### config.mk
export PLATFORM = sky130hd
export DESIGN_NAME = kfts_ctrl
export DESIGN_NICKNAME = d
export VERILOG_FILES = /design/src/rtl/kfts_pkg.sv /design/src/rtl/kfts_ctrl.sv
export SDC_FILE = /design/constraint.sdc
export NUM_CORES = 1
export LEC_CHECK = 0
export BUFFER_PORTS_ARGS = -buffer_cell sky130_fd_sc_hd__buf_2
export CORE_UTILIZATION = 37
export DETAILED_ROUTE_END_ITERATION = 10
export PLACE_DENSITY = 0.64
export SETUP_SLACK_MARGIN = 0.02
export SLEW_MARGIN = 30
export SYNTH_ARGS = -nofsm -noshare
export SYNTH_HDL_FRONTEND = slang
export SYNTH_SLANG_ARGS = --single-unit
### constraint.sdc
create_clock -name clk -period 2.06 [get_ports clk]
set_clock_uncertainty 0.1 [all_clocks]
set_input_delay 0.309 -clock clk [delete_from_list [all_inputs] [get_ports clk]]
set_output_delay 0.309 -clock clk [all_outputs]
set_load 0.05 [all_outputs]
### src/rtl/kfts_pkg.sv
// Shared types, codes and helpers of the two-state Kalman filter unit.
`default_nettype none
package kfts_pkg;

  localparam int DATA_W = 32;
  localparam int PROD_W = 66;
  localparam int DEN_W  = 34;
  localparam int QUO_W  = 33;
  localparam int CNT_W  = 6;

  // Configuration register indexes
  localparam logic [1:0] CFG_TIME_STEP  = 2'd0;
  localparam logic [1:0] CFG_PROC_NOISE = 2'd1;
  localparam logic [1:0] CFG_MEAS_NOISE = 2'd2;

  // Datapath operations, one per cycle
  typedef enum logic [4:0] {
    OP_IDLE,
    OP_LOAD,
    OP_PRED1,
    OP_PRED2,
    OP_PRED3,
    OP_PRED4,
    OP_DIV_INIT,
    OP_DIV_STEP,
    OP_DIV_END,
    OP_UPD0,
    OP_UPD1,
    OP_UPD2,
    OP_UPD3,
    OP_UPD4,
    OP_UPD5,
    OP_UPD6
  } op_t;

  typedef enum logic [2:0] {
    ST_IDLE,
    ST_PRED,
    ST_DINIT,
    ST_DIV,
    ST_DEND,
    ST_UPD,
    ST_WAIT
  } state_t;

  typedef struct packed {
    op_t  op;
    logic out_load;
  } ctl_cmd_t;

  typedef struct packed {
    logic div_done;
    logic out_busy;
  } dp_stat_t;

  // Clamp a wide signed value to 32 bits
  function automatic logic signed [DATA_W-1:0] sat32(input logic signed [PROD_W-1:0] v);
    logic signed [PROD_W-1:0] hi;
    logic signed [PROD_W-1:0] lo;
    hi = PROD_W'(32'sh7fffffff);
    lo = -PROD_W'(33'sh080000000);
    if (v > hi) begin
      sat32 = 32'sh7fffffff;
    end else if (v < lo) begin
      sat32 = 32'sh80000000;
    end else begin
      sat32 = v[DATA_W-1:0];
    end
  endfunction

endpackage
`default_nettype wire

### src/rtl/kfts_ctrl.sv
// Sequencer of the filter step: issues one datapath operation per cycle.
`default_nettype none
module kfts_ctrl
  import kfts_pkg::*;
(
  input  wire logic     clk,
  input  wire logic     rst,
  input  wire logic     in_valid,
  output logic          in_stall,
  input  wire dp_stat_t stat,
  output ctl_cmd_t      cmd
);

  state_t     state, state_next;
  logic [2:0] cnt, cnt_next;

  // Advance state
  always_ff @(posedge clk) begin
    if (rst) begin
      state <= ST_IDLE;
      cnt   <= 3'd0;
    end else begin
      state <= state_next;
      cnt   <= cnt_next;
    end
  end

  // Next state
  always_comb begin
    state_next = state;
    cnt_next   = cnt;
    case (state)
      ST_IDLE: begin
        cnt_next = 3'd0;
        if (in_valid) state_next = ST_PRED;
      end
      ST_PRED: begin
        if (cnt == 3'd3) begin
          state_next = ST_DINIT;
          cnt_next   = 3'd0;
        end else begin
          cnt_next = cnt + 3'd1;
        end
      end
      ST_DINIT: state_next = ST_DIV;
      ST_DIV: begin
        if (stat.div_done) state_next = ST_DEND;
      end
      ST_DEND: begin
        state_next = ST_UPD;
        cnt_next   = 3'd0;
      end
      ST_UPD: begin
        if (cnt == 3'd6) begin
          state_next = ST_WAIT;
          cnt_next   = 3'd0;
        end else begin
          cnt_next = cnt + 3'd1;
        end
      end
      ST_WAIT: begin
        if (!stat.out_busy) state_next = ST_IDLE;
      end
      default: state_next = ST_IDLE;
    endcase
  end

  // Outputs
  always_comb begin
    cmd.op       = OP_IDLE;
    cmd.out_load = 1'b0;
    in_stall     = 1'b1;
    case (state)
      ST_IDLE: begin
        in_stall = 1'b0;
        if (in_valid) cmd.op = OP_LOAD;
      end
      ST_PRED: begin
        case (cnt)
          3'd0:    cmd.op = OP_PRED1;
          3'd1:    cmd.op = OP_PRED2;
          3'd2:    cmd.op = OP_PRED3;
          default: cmd.op = OP_PRED4;
        endcase
      end
      ST_DINIT: cmd.op = OP_DIV_INIT;
      ST_DIV:   cmd.op = OP_DIV_STEP;
      ST_DEND:  cmd.op = OP_DIV_END;
      ST_UPD: begin
        case (cnt)
          3'd0:    cmd.op = OP_UPD0;
          3'd1:    cmd.op = OP_UPD1;
          3'd2:    cmd.op = OP_UPD2;
          3'd3:    cmd.op = OP_UPD3;
          3'd4:    cmd.op = OP_UPD4;
          3'd5:    cmd.op = OP_UPD5;
          default: cmd.op = OP_UPD6;
        endcase
      end
      ST_WAIT: cmd.out_load = !stat.out_busy;
      default: cmd.op = OP_IDLE;
    endcase
  end

endmodule
`default_nettype wire

==> metrics.md <==
| Metric | Value |
|---|---|
| Reg2reg setup slack | 0.46 ns |
| Filler cell count in the final layout | 148 |
| Post-Syn Instances | 77 |
| Ant diodes | 0 |
| Static leakage | 0.2945 nW |
| Worst vdd ir | 0.8494 mV |
| Port bufs | 10 |
| Average cell area after synthesis | 8.515 µm² |
| Setup crit end kind | primary output |
| Tmin final | 1.984 ns |
| Number of nets with antenna violations after routing | 0 |
| Peak Freq | 503.9 MHz |
| Critical Path Fanout Max | 6 |
| Final instance area | 829.5 µm² |
| Yosys Warn Count | 0 |
| Chip Width | 44.10 µm |
| Row count | 14 |
| Final setup fails | 0 |
| Reg area | 122.6 µm² |
| Vias in the first global route | 507 |
| Worst Path Arrival | 1.58 ns |
| Clock Sinks | 6 |
| Power Density | 1743 nW/µm² |
| Core Area | 1577 µm² |
| Leading cell types in the layout, fill and taps excluded | 7 x nor2_1, 7 x buf_2, 6 x a21oi_1, 6 x buf_4 |
| Clk_lat worst skew | 0.24 ns |
| CTS root buf | clkbuf_4 |
| CTS max path bufs | 2 |
| Routed vias | 578 |
| Drt first pass iters | 6 |
| DP Area | 728.2 µm² |
| Setup_tns | 0 ns |
| Die height | 44.10 µm |
| Layout cells sized above 1 | 52.27% |
| Nets | 101 |
| Slew Limit Fails | 0 |
| Post-CTS Setup Repair Bufs | 0 |
| Full die area | 1944 µm² |
| Post-synth net total | 88 |
| Total Wirelength | 1541 µm |
| Vias per cell | 5.558 |
| Part of the cycle the worst path needs | 96.33% |
| Pin count of the biggest net entering global routing | 12 |
| Global-route wire length before repair | 2359 µm |
| GP Congestion | 0.7899 |
| Critical Path Start Type | register |
| CTS Hold Buffers Added | 0 |
| Sequential element share of the synthesized area | 18.32% |
| Synth Register Bits | 6 |
| Clk pin slew, worst setup/hold paths | 0.04 ns |
| HPWL after DPL | 1078 µm |
| CTS tree | built |
| Area grow syn2layout | 26.53% |
| HP Class | input port to register |
| H-tree depth | 1 |
| Outcome | finished clean |
| RSZ-0062 raised after global routing | false |
| CTS buffer count | 3 |
| GRT Util Overall | 16.82% |
| Area of the multi-input gates | 550.5 µm² |
| Max-cap violations | 0 |
| Crit path kind | register to primary output |
| Initial DRC count | 12 |
| WL per Instance | 14.82 µm |
| Synthesized cell area | 655.6 µm² |
| Initial Util | 41.59% |
| Required @ worst endpoint | 1.65 ns |
| DRC errors left | 0 |
| Initial antenna violation count | 0 |
| Post-placement worst setup slack | 0.1368 ns |
| Yosys cell types | 35 |
| Fin. Hold Viols | 0 |
| I/O pin total | 12 |
| Final worst slack | 0.07556 ns |
| GR Overflow Total | 0 |
## worst max-delay path, stage by stage, from the launching register on
cell     delay (ns)
dfxtp_2        0.34
ha_1           0.25
ha_4           0.19
nor2_1         0.14
nor3_2         0.06
o22ai_2        0.13
buf_4          0.21
## flip-flops by register name (all words and copies together), names as in the netlist
name   count
state      3
cnt        3
## final timing paths
| path | to | start | depth (start not counted) |
|---|---|---|---|
| hold reg to reg | cnt[0]$_SDFFE_PP0P_ | cnt[0]$_SDFFE_PP0P_ | 2 |
| setup reg to reg | state[2]$_SDFFE_PP0P_ | cnt[0]$_SDFFE_PP0P_ | 6 |
| setup / recovery | cmd[1] | cnt[0]$_SDFFE_PP0P_ | 6 |
| hold / removal | state[2]$_SDFFE_PP0P_ | rst | 2 |
## synthesized netlist by cell type (all sizes together)
cell    count  area [µm²]
and4bb      1       16.27
o32ai       1       8.760
a31oi       3       48.80
dfxtp       6       120.1
a21oi       8       43.79
a41oi       1       8.760
nor2b       3       21.27
a211oi      2       20.02
nor2        8       30.03
ha          6       75.07
mux2        1       11.26
o22ai       2       12.51
conb        1       3.750
and2b       1       10.01
o31a        1       8.760
nand2       4       15.01
a221oi      2       30.03
nand3       2       22.52
o211ai      1       7.510
a22oi       1       7.510
nand2b      3       18.77
nand4       1       6.260
nor3        4       20.02
nor4        2       18.77
inv         6       22.52
buf         6       47.54
## power breakdown
part	switching [mW]	total (mW)	internal, mW	leakage [nW]
clock network	0.0385	0.104	0.0656	0.0138
logic	0.688	1.11	0.426	0.231
registers	0.0676	0.228	0.160	0.0501
## kinds of logic (layout without fill, tap and decap cells)
family | after synthesis | in the layout | share of synthesized area (%)
muxes | 1 | 1 | 1.717
buffers and inverters | 12 | 23 | 10.69
DFF | 6 | 6 | 18.32
and+or+nand+nor | 29 | 29 | 27.29
AOI/OAI and AO/OA | 22 | 22 | 29.96
adders and majority gates | 6 | 6 | 11.45
other | 1 | 1 | 0.5720
## layout make-up
class,instances,area share (%)
multi-input cells,59,66.36
well taps,16,2.413
clock buffers,3,2.715
inverters,6,2.715
repair buffers,14,11.01
flip-flops and latches,6,14.78
## timing repair
action                                 4_1_cts  5_1_grt
pin swaps                                    0        1
endpoints found under the hold margin        0        0
resized for setup                            6       15
setup endpoints to repair                    3        3
## stage by stage
| step | util (%) | instances | hold slack [ns] | total power [mW] |
|---|---|---|---|---|
| 2_1_floorplan | - | 77 | 0.2736 | 1.039 |
| 3_3_place_gp | 46.19 | 101 | 0.3910 | 1.189 |
| 3_5_place_dp | 46.19 | 101 | 0.4224 | 1.193 |
| 4_1_cts | 48.49 | 104 | 0.2209 | 1.335 |
| 5_1_grt | 52.62 | 104 | 0.2302 | 1.543 |
| 6_report | 52.62 | 104 | 0.2348 | 1.446 |
## per-layer routing
layer  vias to the layer above  wire, µm  GRT usage, %
met5                         -         0             0
met4                         0         0         5.455
met3                         0        35         4.898
met2                        11       703         22.06
met1                       267       802         25.88
li1                        300         -             -
Note: power is estimated with default switching activity, not from simulation.
